<file path="config.mk">
export PLATFORM = sky130hd
export DESIGN_NAME = integer_to_radix_text
export DESIGN_NICKNAME = d
export VERILOG_FILES = /design/src/itrt_pkg.sv /design/src/integer_to_radix_text.sv /design/src/itrt_front.sv /design/src/itrt_fifo.sv /design/src/itrt_back.sv
export SDC_FILE = /design/constraint.sdc
export NUM_CORES = 1
export LEC_CHECK = 0
export ABC_AREA = 1
export BUFFER_PORTS_ARGS = -buffer_cell sky130_fd_sc_hd__buf_2
export CAP_MARGIN = 15
export CELL_PAD_IN_SITES_DETAIL_PLACEMENT = 1
export CELL_PAD_IN_SITES_GLOBAL_PLACEMENT = 2
export CORE_MARGIN = 2
export CORE_UTILIZATION = 36
export DETAILED_ROUTE_END_ITERATION = 8
export GPL_TIMING_DRIVEN = 0
export PLACE_DENSITY_LB_ADDON = 0.1
export SLEW_MARGIN = 30
export SYNTH_ARGS = -nofsm -noshare
export SYNTH_HDL_FRONTEND = slang
export SYNTH_SLANG_ARGS = --single-unit
</file>
<file path="constraint.sdc">
create_clock -name clk_i -period 14.4 [get_ports clk_i]
set_input_delay 2.16 -clock clk_i [delete_from_list [all_inputs] [get_ports clk_i]]
set_output_delay 2.16 -clock clk_i [all_outputs]
set_load 0.01 [all_outputs]
</file>
<file path="src/itrt_pkg.sv">
package itrt_pkg;

  localparam int DEFAULT_NUMBER_WIDTH = 32;
  localparam int MAX_SYMBOLS          = 16;
  localparam int SYM_COUNT            = 16;
  localparam int SYM_W                = 8;
  localparam int DIGIT_W              = 4;
  localparam int RADIX_W              = 5;
  localparam int CFG_DATA_W           = 64;
  localparam int CFG_IDX_W            = 2;
  localparam int QUEUE_DEPTH          = 2;
  // division steps done per cycle in the back end
  localparam int DIV_STEPS            = 8;

  localparam logic [SYM_W-1:0] CHAR_MINUS = 8'h2D;
  localparam logic [SYM_W-1:0] CHAR_PLUS  = 8'h2B;
  localparam logic [SYM_W-1:0] CHAR_NUL   = 8'h00;

  typedef enum logic [CFG_IDX_W-1:0] {
    REG_RADIX        = 2'd0,
    REG_SYMBOLS_LOW  = 2'd1,
    REG_SYMBOLS_HIGH = 2'd2
  } cfg_reg_e;

  typedef struct packed {
    logic [RADIX_W-1:0]                radix;
    logic [SYM_COUNT-1:0][SYM_W-1:0]   symbols;
  } cfg_t;

  typedef enum logic [1:0] {
    BK_IDLE,
    BK_DIVIDE,
    BK_SIGN,
    BK_DIGITS
  } back_state_e;

endpackage

</file>
<file path="src/integer_to_radix_text.sv">
// Converts one signed NUMBER_WIDTH-bit number per input item into a stream of
// characters in the configured radix (2 to 16), one character per output item:
// a '-' first for a negative number, then the digit symbols most significant
// first, with last_o set on the final one. The magnitude is taken as unsigned,
// so the most negative value converts in every radix. Program radix and the two
// symbol words through the write port while the block is idle; if the radix is
// below 2 or above 16, or a symbol in use is 0x00, '+', '-', or repeated, items
// are accepted and produce no output. A front end takes and checks items into a
// two-entry queue; a back end divides by the radix at eight quotient bits per
// cycle, repeating the full division for each digit, then plays the digits
// back one per cycle from a stack while the output is not stalled.
module integer_to_radix_text #(
  parameter int NUMBER_WIDTH = itrt_pkg::DEFAULT_NUMBER_WIDTH
) (
  input  logic                             clk_i,
  input  logic                             rst_ni,
  // configuration write port
  input  logic                             cfg_we_i,
  input  logic [itrt_pkg::CFG_IDX_W-1:0]   cfg_index_i,
  input  logic [itrt_pkg::CFG_DATA_W-1:0]  cfg_data_i,
  // number input
  input  logic                             in_valid_i,
  output logic                             in_stall_o,
  input  logic [NUMBER_WIDTH-1:0]          number_i,
  // character output
  output logic                             out_valid_o,
  input  logic                             out_stall_i,
  output logic [itrt_pkg::SYM_W-1:0]       character_o,
  output logic                             last_o
);
  import itrt_pkg::*;

  cfg_t                  cfg_q;
  logic                  q_push, q_full, q_pop, q_empty;
  logic [NUMBER_WIDTH:0] q_wdata, q_rdata;

  // configuration registers; unknown indexes are ignored
  always_ff @(posedge clk_i or negedge rst_ni) begin
    if (!rst_ni) begin
      cfg_q <= '0;
    end else if (cfg_we_i) begin
      unique case (cfg_index_i)
        REG_RADIX:        cfg_q.radix                 <= cfg_data_i[RADIX_W-1:0];
        REG_SYMBOLS_LOW:  cfg_q.symbols[7:0]          <= cfg_data_i;
        REG_SYMBOLS_HIGH: cfg_q.symbols[SYM_COUNT-1:8] <= cfg_data_i;
        default: ;
      endcase
    end
  end

  // front: accept, check the table, form sign and magnitude
  itrt_front #(
    .NUMBER_WIDTH (NUMBER_WIDTH)
  ) u_front (
    .cfg_i      (cfg_q),
    .in_valid_i (in_valid_i),
    .in_stall_o (in_stall_o),
    .number_i   (number_i),
    .q_full_i   (q_full),
    .q_push_o   (q_push),
    .q_data_o   (q_wdata)
  );

  // queue of pending numbers between front and back
  itrt_fifo #(
    .WIDTH (NUMBER_WIDTH + 1),
    .DEPTH (QUEUE_DEPTH)
  ) u_queue (
    .clk_i       (clk_i),
    .rst_ni      (rst_ni),
    .push_i      (q_push),
    .push_data_i (q_wdata),
    .full_o      (q_full),
    .pop_i       (q_pop),
    .empty_o     (q_empty),
    .pop_data_o  (q_rdata)
  );

  // back: digit extraction and character playback
  itrt_back #(
    .NUMBER_WIDTH (NUMBER_WIDTH)
  ) u_back (
    .clk_i       (clk_i),
    .rst_ni      (rst_ni),
    .cfg_i       (cfg_q),
    .q_empty_i   (q_empty),
    .q_data_i    (q_rdata),
    .q_pop_o     (q_pop),
    .out_valid_o (out_valid_o),
    .out_stall_i (out_stall_i),
    .character_o (character_o),
    .last_o      (last_o)
  );

endmodule

</file>
<file path="src/itrt_front.sv">
module itrt_front #(
  parameter int NUMBER_WIDTH = itrt_pkg::DEFAULT_NUMBER_WIDTH
) (
  input  itrt_pkg::cfg_t            cfg_i,
  input  logic                      in_valid_i,
  output logic                      in_stall_o,
  input  logic [NUMBER_WIDTH-1:0]   number_i,
  input  logic                      q_full_i,
  output logic                      q_push_o,
  output logic [NUMBER_WIDTH:0]     q_data_o
);
  import itrt_pkg::*;

  logic                    table_ok;
  logic                    neg;
  logic [NUMBER_WIDTH-1:0] mag;

  // table check: radix range, no reserved or repeated symbol among those in use
  always_comb begin : table_check
    logic bad;
    bad = (cfg_i.radix < RADIX_W'(2)) || (cfg_i.radix > RADIX_W'(MAX_SYMBOLS));
    for (int i = 0; i < SYM_COUNT; i++) begin
      if (RADIX_W'(i) < cfg_i.radix) begin
        if (cfg_i.symbols[i] == CHAR_NUL || cfg_i.symbols[i] == CHAR_PLUS ||
            cfg_i.symbols[i] == CHAR_MINUS) begin
          bad = 1'b1;
        end
        for (int j = 0; j < i; j++) begin
          if (cfg_i.symbols[j] == cfg_i.symbols[i]) begin
            bad = 1'b1;
          end
        end
      end
    end
    table_ok = !bad;
  end

  // unsigned magnitude, so the most negative value converts too
  assign neg = number_i[NUMBER_WIDTH-1];
  assign mag = neg ? (~number_i + NUMBER_WIDTH'(1)) : number_i;

  // items with a bad table are accepted and dropped
  assign in_stall_o = q_full_i;
  assign q_push_o   = in_valid_i && !q_full_i && table_ok;
  assign q_data_o   = {neg, mag};

endmodule

</file>
<file path="src/itrt_fifo.sv">
module itrt_fifo #(
  parameter int WIDTH = itrt_pkg::DEFAULT_NUMBER_WIDTH + 1,
  parameter int DEPTH = itrt_pkg::QUEUE_DEPTH
) (
  input  logic             clk_i,
  input  logic             rst_ni,
  input  logic             push_i,
  input  logic [WIDTH-1:0] push_data_i,
  output logic             full_o,
  input  logic             pop_i,
  output logic             empty_o,
  output logic [WIDTH-1:0] pop_data_o
);
  localparam int PW = (DEPTH > 1) ? $clog2(DEPTH) : 1;
  localparam int CW = $clog2(DEPTH + 1);

  logic [WIDTH-1:0] mem [DEPTH];
  logic [PW-1:0]    wr_ptr_q, wr_ptr_d, rd_ptr_q, rd_ptr_d;
  logic [CW-1:0]    count_q, count_d;
  logic             do_push, do_pop;

  assign full_o     = (count_q == CW'(DEPTH));
  assign empty_o    = (count_q == '0);
  assign do_push    = push_i && !full_o;
  assign do_pop     = pop_i && !empty_o;
  assign pop_data_o = mem[rd_ptr_q];

  always_comb begin
    wr_ptr_d = wr_ptr_q;
    rd_ptr_d = rd_ptr_q;
    count_d  = count_q;
    if (do_push) begin
      wr_ptr_d = (wr_ptr_q == PW'(DEPTH - 1)) ? '0 : wr_ptr_q + PW'(1);
    end
    if (do_pop) begin
      rd_ptr_d = (rd_ptr_q == PW'(DEPTH - 1)) ? '0 : rd_ptr_q + PW'(1);
    end
    if (do_push && !do_pop) begin
      count_d = count_q + CW'(1);
    end else if (do_pop && !do_push) begin
      count_d = count_q - CW'(1);
    end
  end

  always_ff @(posedge clk_i or negedge rst_ni) begin
    if (!rst_ni) begin
      wr_ptr_q <= '0;
      rd_ptr_q <= '0;
      count_q  <= '0;
    end else begin
      wr_ptr_q <= wr_ptr_d;
      rd_ptr_q <= rd_ptr_d;
      count_q  <= count_d;
    end
  end

  always_ff @(posedge clk_i) begin
    if (do_push) begin
      mem[wr_ptr_q] <= push_data_i;
    end
  end

endmodule

</file>
<file path="src/itrt_back.sv">
module itrt_back #(
  parameter int NUMBER_WIDTH = itrt_pkg::DEFAULT_NUMBER_WIDTH
) (
  input  logic                          clk_i,
  input  logic                          rst_ni,
  input  itrt_pkg::cfg_t                cfg_i,
  input  logic                          q_empty_i,
  input  logic [NUMBER_WIDTH:0]         q_data_i,
  output logic                          q_pop_o,
  output logic                          out_valid_o,
  input  logic                          out_stall_i,
  output logic [itrt_pkg::SYM_W-1:0]    character_o,
  output logic                          last_o
);
  import itrt_pkg::*;

  localparam int CW = $clog2(NUMBER_WIDTH + 1);
  localparam int IW = $clog2(NUMBER_WIDTH);

  back_state_e state_q, state_d;

  logic [NUMBER_WIDTH-1:0] work_q, work_d, div_work;
  logic [DIGIT_W-1:0]      rem_q, rem_d, div_rem;
  logic [CW-1:0]           bits_left_q, bits_left_d;
  logic [CW-1:0]           count_q, count_d;
  logic                    neg_q, neg_d;
  logic                    div_last;
  logic                    digit_we;
  logic [IW-1:0]           rd_idx;
  logic [DIGIT_W-1:0]      digit_q;

  logic [DIGIT_W-1:0]      digit_stack [NUMBER_WIDTH];

  logic                    out_free, out_load;
  logic                    out_valid_q, out_valid_d;
  logic [SYM_W-1:0]        out_char_q, out_char_d;
  logic                    out_last_q, out_last_d;

  assign out_free = !out_valid_q || !out_stall_i;
  assign div_last = (bits_left_q <= CW'(DIV_STEPS));
  // read ahead at the next top of stack, so digit_q holds the top entry
  assign rd_idx   = IW'(count_d - CW'(1));

  // restoring division by the radix, several quotient bits per cycle
  always_comb begin : div_step
    logic [DIGIT_W:0] t;
    div_rem  = rem_q;
    div_work = work_q;
    t        = '0;
    for (int i = 0; i < DIV_STEPS; i++) begin
      if (CW'(i) < bits_left_q) begin
        t = {div_rem, div_work[NUMBER_WIDTH-1]};
        if (t >= cfg_i.radix) begin
          div_rem  = DIGIT_W'(t - cfg_i.radix);
          div_work = {div_work[NUMBER_WIDTH-2:0], 1'b1};
        end else begin
          div_rem  = t[DIGIT_W-1:0];
          div_work = {div_work[NUMBER_WIDTH-2:0], 1'b0};
        end
      end
    end
  end

  always_comb begin : next_state
    state_d = state_q;
    unique case (state_q)
      BK_IDLE: begin
        if (!q_empty_i) state_d = BK_DIVIDE;
      end
      BK_DIVIDE: begin
        if (div_last && div_work == '0) state_d = neg_q ? BK_SIGN : BK_DIGITS;
      end
      BK_SIGN: begin
        if (out_free) state_d = BK_DIGITS;
      end
      BK_DIGITS: begin
        if (out_free && count_q == CW'(1)) state_d = BK_IDLE;
      end
      default: state_d = BK_IDLE;
    endcase
  end

  always_comb begin : datapath
    q_pop_o     = 1'b0;
    work_d      = work_q;
    rem_d       = rem_q;
    bits_left_d = bits_left_q;
    count_d     = count_q;
    neg_d       = neg_q;
    digit_we    = 1'b0;
    out_load    = 1'b0;
    out_char_d  = out_char_q;
    out_last_d  = out_last_q;
    unique case (state_q)
      BK_IDLE: begin
        if (!q_empty_i) begin
          q_pop_o     = 1'b1;
          neg_d       = q_data_i[NUMBER_WIDTH];
          work_d      = q_data_i[NUMBER_WIDTH-1:0];
          rem_d       = '0;
          bits_left_d = CW'(NUMBER_WIDTH);
          count_d     = '0;
        end
      end
      BK_DIVIDE: begin
        work_d = div_work;
        if (div_last) begin
          digit_we    = 1'b1;
          count_d     = count_q + CW'(1);
          rem_d       = '0;
          bits_left_d = CW'(NUMBER_WIDTH);
        end else begin
          rem_d       = div_rem;
          bits_left_d = bits_left_q - CW'(DIV_STEPS);
        end
      end
      BK_SIGN: begin
        if (out_free) begin
          out_load   = 1'b1;
          out_char_d = CHAR_MINUS;
          out_last_d = 1'b0;
        end
      end
      BK_DIGITS: begin
        if (out_free) begin
          out_load   = 1'b1;
          out_char_d = cfg_i.symbols[digit_q];
          out_last_d = (count_q == CW'(1));
          count_d    = count_q - CW'(1);
        end
      end
      default: ;
    endcase
    if (out_load) begin
      out_valid_d = 1'b1;
    end else if (!out_stall_i) begin
      out_valid_d = 1'b0;
    end else begin
      out_valid_d = out_valid_q;
    end
  end

  always_ff @(posedge clk_i or negedge rst_ni) begin
    if (!rst_ni) begin
      state_q     <= BK_IDLE;
      count_q     <= '0;
      bits_left_q <= '0;
      out_valid_q <= 1'b0;
    end else begin
      state_q     <= state_d;
      count_q     <= count_d;
      bits_left_q <= bits_left_d;
      out_valid_q <= out_valid_d;
    end
  end

  always_ff @(posedge clk_i) begin
    work_q     <= work_d;
    rem_q      <= rem_d;
    neg_q      <= neg_d;
    out_char_q <= out_char_d;
    out_last_q <= out_last_d;
    // a new digit lands on top of the stack and is passed straight through
    if (digit_we) begin
      digit_stack[count_q[IW-1:0]] <= div_rem;
      digit_q                      <= div_rem;
    end else begin
      digit_q                      <= digit_stack[rd_idx];
    end
  end

  assign out_valid_o = out_valid_q;
  assign character_o = out_char_q;
  assign last_o      = out_last_q;

`ifndef SYNTHESIS
  // digit count never runs past the stack
  a_stack_bound: assert property (@(posedge clk_i) disable iff (!rst_ni)
    state_q == BK_DIVIDE |-> count_q < CW'(NUMBER_WIDTH))
    else $error("digit stack overflow");

  // partial remainder stays below the radix
  a_rem_range: assert property (@(posedge clk_i) disable iff (!rst_ni)
    state_q == BK_DIVIDE |-> {1'b0, rem_q} < cfg_i.radix)
    else $error("remainder out of range");

  // every number ends with its stack drained
  a_idle_empty: assert property (@(posedge clk_i) disable iff (!rst_ni)
    state_q == BK_IDLE |-> count_q == '0)
    else $error("digits left over at idle");

  // the final character returns the sequencer to idle
  a_last_idle: assert property (@(posedge clk_i) disable iff (!rst_ni)
    out_load && out_last_d |=> state_q == BK_IDLE && out_valid_q && out_last_q)
    else $error("last character without return to idle");
`endif

endmodule
</file>
# After elaboration in Yosys (flattened, before gate mapping)

Memory sizes are Yosys's and may differ from the RTL's. A register that Yosys moved wholly into a read port is not among the register bits.
Index checks and enable logic that the tools add are counted.

Multiplexer cells: 227
Add/sub/neg operators: 17
Reduce and logical (&&, ||, !) cells: 80
Order comparisons: 36
Bitwise logic cells: 2
Equal/unequal tests: 165

Operators with widths:

| cell                                              | count |
|---|---|
| == test 8 bit                                     | 120 |
| 2-to-1 mux 32 bit                                 | 10 |
| == test 8 x 6 -> 1 bit, second input constant     | 32 |
| 2-to-1 mux 1 bit                                  | 177 |
| logical NOT 8 bit                                 | 16 |
| 2-to-1 mux 4 bit                                  | 18 |
| one-hot mux 32 bit (2 select lines)               | 1 |
| >= comparator 5 bit                               | 8 |
| < comparator 4 x 5 -> 1 bit, first input constant | 8 |
| logical OR 1 bit                                  | 34 |
| adder 32 x 1 -> 32 bit, second input constant     | 1 |
| binary-select mux 8 bit (select 4 bit)            | 1 |
| logical NOT 32 bit                                | 1 |
| inverter 32 bit                                   | 1 |
| subtractor 4 bit                                  | 8 |
| 2-to-1 mux 6 bit                                  | 5 |
| < comparator 3 x 6 -> 1 bit, first input constant | 4 |
| 2-to-1 mux 8 bit                                  | 3 |
| < comparator 3 x 5 -> 1 bit, first input constant | 4 |
| one-hot mux 6 bit (3 select lines)                | 1 |
| one-hot mux 8 bit (2 select lines)                | 1 |
| < comparator 1 x 6 -> 1 bit, first input constant | 2 |
| < comparator 2 x 6 -> 1 bit, first input constant | 2 |
| 2-to-1 mux 2 bit                                  | 6 |
| other kinds (31)                                  | 63 |

Memories kept: 2
Flip-flop bits (word level): 198
Bits in writable memories: 194

Memory list:

| name               | depth | width | rd ports | clocked after memory_dff | wr ports | line            | RTL |
|---|---|---|---|---|---|---|---|
| u_back.digit_stack | 32    | 4     | 1        | 1                        | 1        | itrt_back.sv:32 | `logic [DIGIT_W-1:0] digit_stack [NUMBER_WIDTH];` |
| u_queue.mem        | 2     | 33    | 1        | 0                        | 1        | itrt_fifo.sv:17 | `logic [WIDTH-1:0] mem [DEPTH];` |

# Logic depth before layout (Yosys ltp)

Word-level depth: 162
Depth in mapped cells: 88

# By module

A second synthesis with hierarchy kept.

Cells, all modules: 5905
Area, all modules: 38380.6 um2

Modules (own cells, without submodules):

| module                | area each (um2) | times used | sequential area each (um2) | cells each |
|---|---|---|---|---|
| itrt_front            | 17850.9         | 1          | 0.0                        | 3574 |
| itrt_back             | 12386.9         | 1          | 5625.4                     | 1534 |
| integer_to_radix_text | 5501.5          | 1          | 3328.2                     | 593 |
| itrt_fifo             | 2641.3          | 1          | 2082.0                     | 204 |

# Least setup slack after synthesis

Ideal clock, no wire load.

Path type: register to register
Start: register cfg_q[129] (netlist name)
End: memory u_back.digit_stack[0][1] (data pin)
Clock period less this slack: 12523 ps
Path buffers: 0
Data required time: 13915 ps
Arrival time: 12038 ps
Stages on the path, launching flop included: 77
Slack: 1877 ps
Path through: dfrtp_1 > inv_1 > ha_1 > a21o_1 > a221oi_1 > nand3_1 > o21a_1 > nand2_1 > nand2_1 > ha_1 > nand2_1 > o21ai_0 > nand2_1 > nand3b_1 > nand2_1 > nand2_1 > nand2_1 > o21ai_0 > [... 41 more ...] > o21ai_0 > ha_1 > nand3_1 > nand2_1 > nand2_1 > nand3b_1 > a21oi_1 > inv_1 > o21ai_0 > o21ai_0 > ha_1 > nand2_1 > or3_1 > nand3_1 > inv_1 > nand2_1 > inv_1 > a221oi_1

Cells in the longest elaborated chain, start to end: 24
Elaborated cells on any way between the ends: 32

RTL lines:

| what                                                           | line                             | RTL |
|---|---|---|
| from (decl)                                                    | integer_to_radix_text.sv:33      | `cfg_t cfg_q;` |
| subtractor 4 bit / >= comparator 5 bit (equally long branches) | itrt_back.sv:54, itrt_back.sv:53 |  |
| 2-to-1 mux 4 bit                                               | itrt_back.sv:53                  | `if (t >= cfg_i.radix) begin` |
| 2-to-1 mux 4 bit                                               | itrt_back.sv:51                  | `if (CW'(i) < bits_left_q) begin` |
| subtractor 4 bit / >= comparator 5 bit (equally long branches) | itrt_back.sv:54, itrt_back.sv:53 |  |
| 2-to-1 mux 4 bit                                               | itrt_back.sv:53                  |  |
| 2-to-1 mux 4 bit                                               | itrt_back.sv:51                  |  |
| subtractor 4 bit / >= comparator 5 bit (equally long branches) | itrt_back.sv:54, itrt_back.sv:53 |  |
| 2-to-1 mux 4 bit                                               | itrt_back.sv:53                  |  |
| [... 9 more ...]                                               | --                               |  |
| 2-to-1 mux 4 bit                                               | itrt_back.sv:51                  |  |
| >= comparator 5 bit / subtractor 4 bit (equally long branches) | itrt_back.sv:53, itrt_back.sv:54 |  |
| 2-to-1 mux 4 bit                                               | itrt_back.sv:53                  |  |
| 2-to-1 mux 4 bit                                               | itrt_back.sv:51                  |  |
| subtractor 4 bit / >= comparator 5 bit (equally long branches) | itrt_back.sv:54, itrt_back.sv:53 |  |
| 2-to-1 mux 4 bit                                               | itrt_back.sv:53                  |  |
| 2-to-1 mux 4 bit (*)                                           | itrt_back.sv:51                  |  |
| net u_back.div_rem[1]                                          | itrt_back.sv:23                  | `logic [DIGIT_W-1:0] rem_q, rem_d, div_rem;` |
| to (decl)                                                      | itrt_back.sv:32                  |  |

Mark *: on every way through the listed nets, which the timed path passes. The rest lies on a longest branch.

# Worst setup path after layout

Start: register cfg_q[131] (netlist name)
End: memory u_back.digit_stack[8][1] (data pin)

Cells in the longest elaborated chain, start to end: 24
Elaborated cells on any way between the ends: 32

RTL lines:

| what                                                           | line |
|---|---|
| subtractor 4 bit / >= comparator 5 bit (equally long branches) | itrt_back.sv:54, itrt_back.sv:53 |
| 2-to-1 mux 4 bit                                               | itrt_back.sv:53 |
| 2-to-1 mux 4 bit                                               | itrt_back.sv:51 |
| >= comparator 5 bit / subtractor 4 bit (equally long branches) | itrt_back.sv:53, itrt_back.sv:54 |
| 2-to-1 mux 4 bit                                               | itrt_back.sv:53 |
| 2-to-1 mux 4 bit                                               | itrt_back.sv:51 |
| subtractor 4 bit / >= comparator 5 bit (equally long branches) | itrt_back.sv:54, itrt_back.sv:53 |
| 2-to-1 mux 4 bit                                               | itrt_back.sv:53 |
| [... 9 more ...]                                               | -- |
| 2-to-1 mux 4 bit                                               | itrt_back.sv:51 |
| >= comparator 5 bit / subtractor 4 bit (equally long branches) | itrt_back.sv:53, itrt_back.sv:54 |
| 2-to-1 mux 4 bit                                               | itrt_back.sv:53 |
| 2-to-1 mux 4 bit                                               | itrt_back.sv:51 |
| subtractor 4 bit / >= comparator 5 bit (equally long branches) | itrt_back.sv:54, itrt_back.sv:53 |
| 2-to-1 mux 4 bit                                               | itrt_back.sv:53 |
| 2-to-1 mux 4 bit (*)                                           | itrt_back.sv:51 |
| net u_back.div_rem[1]                                          | itrt_back.sv:23 |

Marked as above.

==> summary.txt <==
Synth
  • Dominant synthesized flop cell: edfxtp_1
  • Top-area cell type share of the netlist area: 0.214
  • Post-synth EDFFs: 240
  • Syn. warnings: 0
  • Seq/Total Area, Yosys: 0.318
  • Ys async rst share: 0.378
  • Post-Syn Area per Cell: 6.61 um2
  • Cell taking the most area after synthesis: nand2_1
  • Syn Inst Count: 5256
  • Post-synth design cell area: 0.0347 mm2
  • Post-synthesis net count: 5421
  • Number of synthesized register bits: 394
  • Synth top area cells: nand2_1 21%, edfxtp_1 21%, dfrtp_1 11%
  • Distinct cells, synth: 51

STA
  • Slew margin rel.: 0.243
  • Final slew viol count: 0
  • Clock Skews: 73.8 ps
  • Fin. Hold Viols: 0
  • Hold WS: 490 ps
  • Tmin final: 13130 ps
  • Tcrit/Tclk final: 0.912
  • Max Clock Freq: 76.2 MHz
  • Setup violations, final: 0
  • Slew @ Worst Pin: 1140 ps

Detailed routing
  • Initial DRC Count: 4811
  • DRC: 0
  • Vias: 38.9k
  • Routed vias/inst: 5.76
  • Remaining antenna violation count: 0
  • DRT Wirelength: 203000 um
  • First-pass detailed-route iteration total: 6
  • WL per Instance: 30.1 um

Min path
  • Hold depth: 2
  • Worst Hold End: u_queue.wr_ptr_q$_DFFE_PN0P_
  • Hold Crit Start: u_queue.wr_ptr_q$_DFFE_PN0P_
  • Hold Crit Class: reg2reg

Critical path
  • FF-to-FF Start: cfg_q[131]$_DFFE_PN0P_
  • Crit-path leading delay family: simple AND/OR/NAND/NOR gates
  • Worst-path fanout max: 16
  • CP Capture Type: register
  • Crit path kind: reg2reg
  • Critical Path RT: 14880 ps
  • FF-to-FF path depth: 78
  • Number of buffers and inverters on the critical path: 14
  • Cell mode on critical path: nand2_1
  • Critical Path Max Stage Delay: 530 ps
  • Worst R2R Setup Slack: 1270 ps
  • Reg2reg end: u_back.digit_stack[8][1]$_DFFE_PP_
  • WP data arrival: 13610 ps
  • CP max-delay cell: a221oi_4
  • Crit start category: register

GRT
  • Vias in the first global route: 36.9k
  • Largest net degree at the start of global routing: 72
  • Total congestion overflow: 0
  • Initial antenna violation count: 6
  • First-pass GRT wire length: 281000 um
  • Total Routing Usage GR: 0.401

Clocking
  • Clk root buf: clkbuf_16
  • Clock buffer depth: 3
  • CTS tree: built
  • Sink Count: 394
  • Worst skew pair latency: 700 ps
  • Worst-path clk slew: 60 ps
  • Num CTS Buffers: 47
  • H-tree depth: 2

Finish
  • Share of cells above drive strength 1: 0.103
  • Filler cell count: 12.5k
  • Finished Cell Area: 0.0390 mm2
  • Area Overhead vs Synth: 12.4%
  • Final net count: 5616

Floorplanning
  • Cell row count: 113
  • Die width: 315 um
  • Ports: 114
  • Core Box Area: 0.0953 mm2
  • Die area: 0.0989 mm2
  • Die height: 315 um
  • Initial core utilization: 0.364

Placement
  • DP HPWL: 153000 um
  • Gp weighted congestion: 1.01
  • Placed Area: 0.0371 mm2
  • # port buffers: 113

Run
  • Max-Cap Viols: 0

Run status
  • Status: finished, final reports clean
final cells by class:
| type | count | area (um2) | share of cell area |
|---|---|---|---|
| multi-input cells | 4093 | 20500 | 0.526 |
| flip-flops and latches | 394 | 11000 | 0.283 |
| plain buffers | 413 | 1980 | 0.0507 |
| well taps | 1265 | 1580 | 0.0406 |
| inverters | 356 | 1360 | 0.0348 |
| clock buffers | 66 | 1320 | 0.0338 |
| repair buffers | 144 | 945 | 0.0242 |
| clock inverters | 22 | 279 | 0.00715 |
| repair inverters | 2 | 15.0 | 0.000385 |
| diodes | 1 | 2.50 | 0.0000641 |
placed cells by master, fill, tap and decap left out, types with 32 or more instances in the layout:
cell / n
nand2_1: 1979
nor2_1: 541
buf_2: 364
xor2_1: 311
inv_1: 308
edfxtp_1: 240
o21ai_0: 236
nand4_1: 199
nand3_1: 168
xnor2_1: 165
dfrtp_1: 147
clkbuf_1: 120
a21oi_1: 100
nor3_1: 78
o211ai_1: 76
ha_1: 54
clkbuf_16: 47
clkinv_1: 36
buf_4: 32
repair_timing:
item | CTS | global route
gates cloned | 1 | 1
setup buffers | 4 | 18
hold buffers | 0 | 0
setup endpoints to repair | 80 | 135
resized for setup | 6 | 26
pin swaps | 0 | 1
state kept, by name (all words and copies together), names as in the netlist, named ones only:
| register | count |
|---|---|
| u_back.work_q | 32 |
| u_queue.mem | 66 |
| u_back.digit_stack | 128 |
| u_back.last_o | 1 |
| u_back.count_q | 6 |
| u_back.neg_q | 1 |
| u_queue.count_q | 2 |
| u_back.bits_left_q | 3 |
| u_back.state_q | 2 |
| u_back.character_o | 8 |
| u_queue.wr_ptr_q | 1 |
| u_queue.rd_ptr_q | 1 |
| cfg_q | 133 |
| u_back.out_valid_o | 1 |
| u_back.rem_q | 4 |
worst max path at each step:
| stage | startpoint | endpoint | slack (ps) | cells after the start |
|---|---|---|---|---|
| after floorplan | cfg_q[129]$_DFFE_PN0P_ | u_back.digit_stack[0][1]$_DFFE_PP_ | 1880 | 76 |
| after global placement | cfg_q[129]$_DFFE_PN0P_ | u_back.digit_stack[4][1]$_DFFE_PP_ | -2870 | 77 |
| after detailed placement | cfg_q[129]$_DFFE_PN0P_ | u_back.digit_stack[26][3]$_DFFE_PP_ | -350 | 78 |
| after CTS | cfg_q[132]$_DFFE_PN0P_ | u_back.digit_stack[9][2]$_DFFE_PP_ | 60 | 81 |
| after global routing | cfg_q[131]$_DFFE_PN0P_ | u_back.digit_stack[31][3]$_DFFE_PP_ | -40 | 81 |
| final | cfg_q[131]$_DFFE_PN0P_ | u_back.digit_stack[8][1]$_DFFE_PP_ | 1270 | 78 |
cell families after synthesis:
family / synth area share
compound gates: 0.0881
xor+xnor: 0.120
fa+ha+maj: 0.0241
buf+inv: 0.0950
flops: 0.318
mux: 0.000865
simple gates: 0.354
cell usage after synthesis (all sizes together) (2+ instances only):
| cell | count |
|---|---|
| a22oi | 18 |
| inv | 321 |
| a31oi | 12 |
| nor2 | 545 |
| clkinv | 35 |
| dfxtp | 5 |
| nor4 | 13 |
| or3 | 2 |
| nand3b | 8 |
| a21oi | 103 |
| a21o | 2 |
| xor2 | 311 |
| ha | 54 |
| or2 | 21 |
| buf | 294 |
| o221ai | 5 |
| edfxtp | 240 |
| o22ai | 22 |
| dfrtp | 149 |
| o21ai | 262 |
| mux2i | 3 |
| o211ai | 76 |
| clkbuf | 119 |
| o31ai | 10 |
| xnor2 | 165 |
| fa | 8 |
| nand3 | 171 |
| nand4 | 199 |
| a221oi | 2 |
| o2111ai | 8 |
| nor3 | 79 |
| nand2 | 1983 |
| o21bai | 2 |
worst min-delay path, stage by stage, from the launching register on:
cell,delay [ps]
dfrtp_1,340
nand2_1,60
nand2_1,50
through the flow:
step | util | TNS (ps) | setup slack (ps) | std cells
after floorplan | - | 0 | 1880 | 5256
after global placement | 0.387 | -136680 | -2870 | 6634
after detailed placement | 0.389 | -21280 | -350 | 6643
after CTS | 0.407 | 0 | 62.1 | 6736
after global routing | 0.410 | -1060 | -38.8 | 6755
final | 0.410 | 0 | 1270 | 6756
layer usage:
layer,up-vias,track usage,wire length (um)
met5,-,0,47
met4,8,0.135,7830
met3,353,0.135,25700
met2,2185,0.560,80900
met1,19100,0.572,88800
li1,17200,-,-
Power is left out: the tool's default activity adds up to more than one toggle a clock period on the data nets, which glitch-free logic cannot reach.
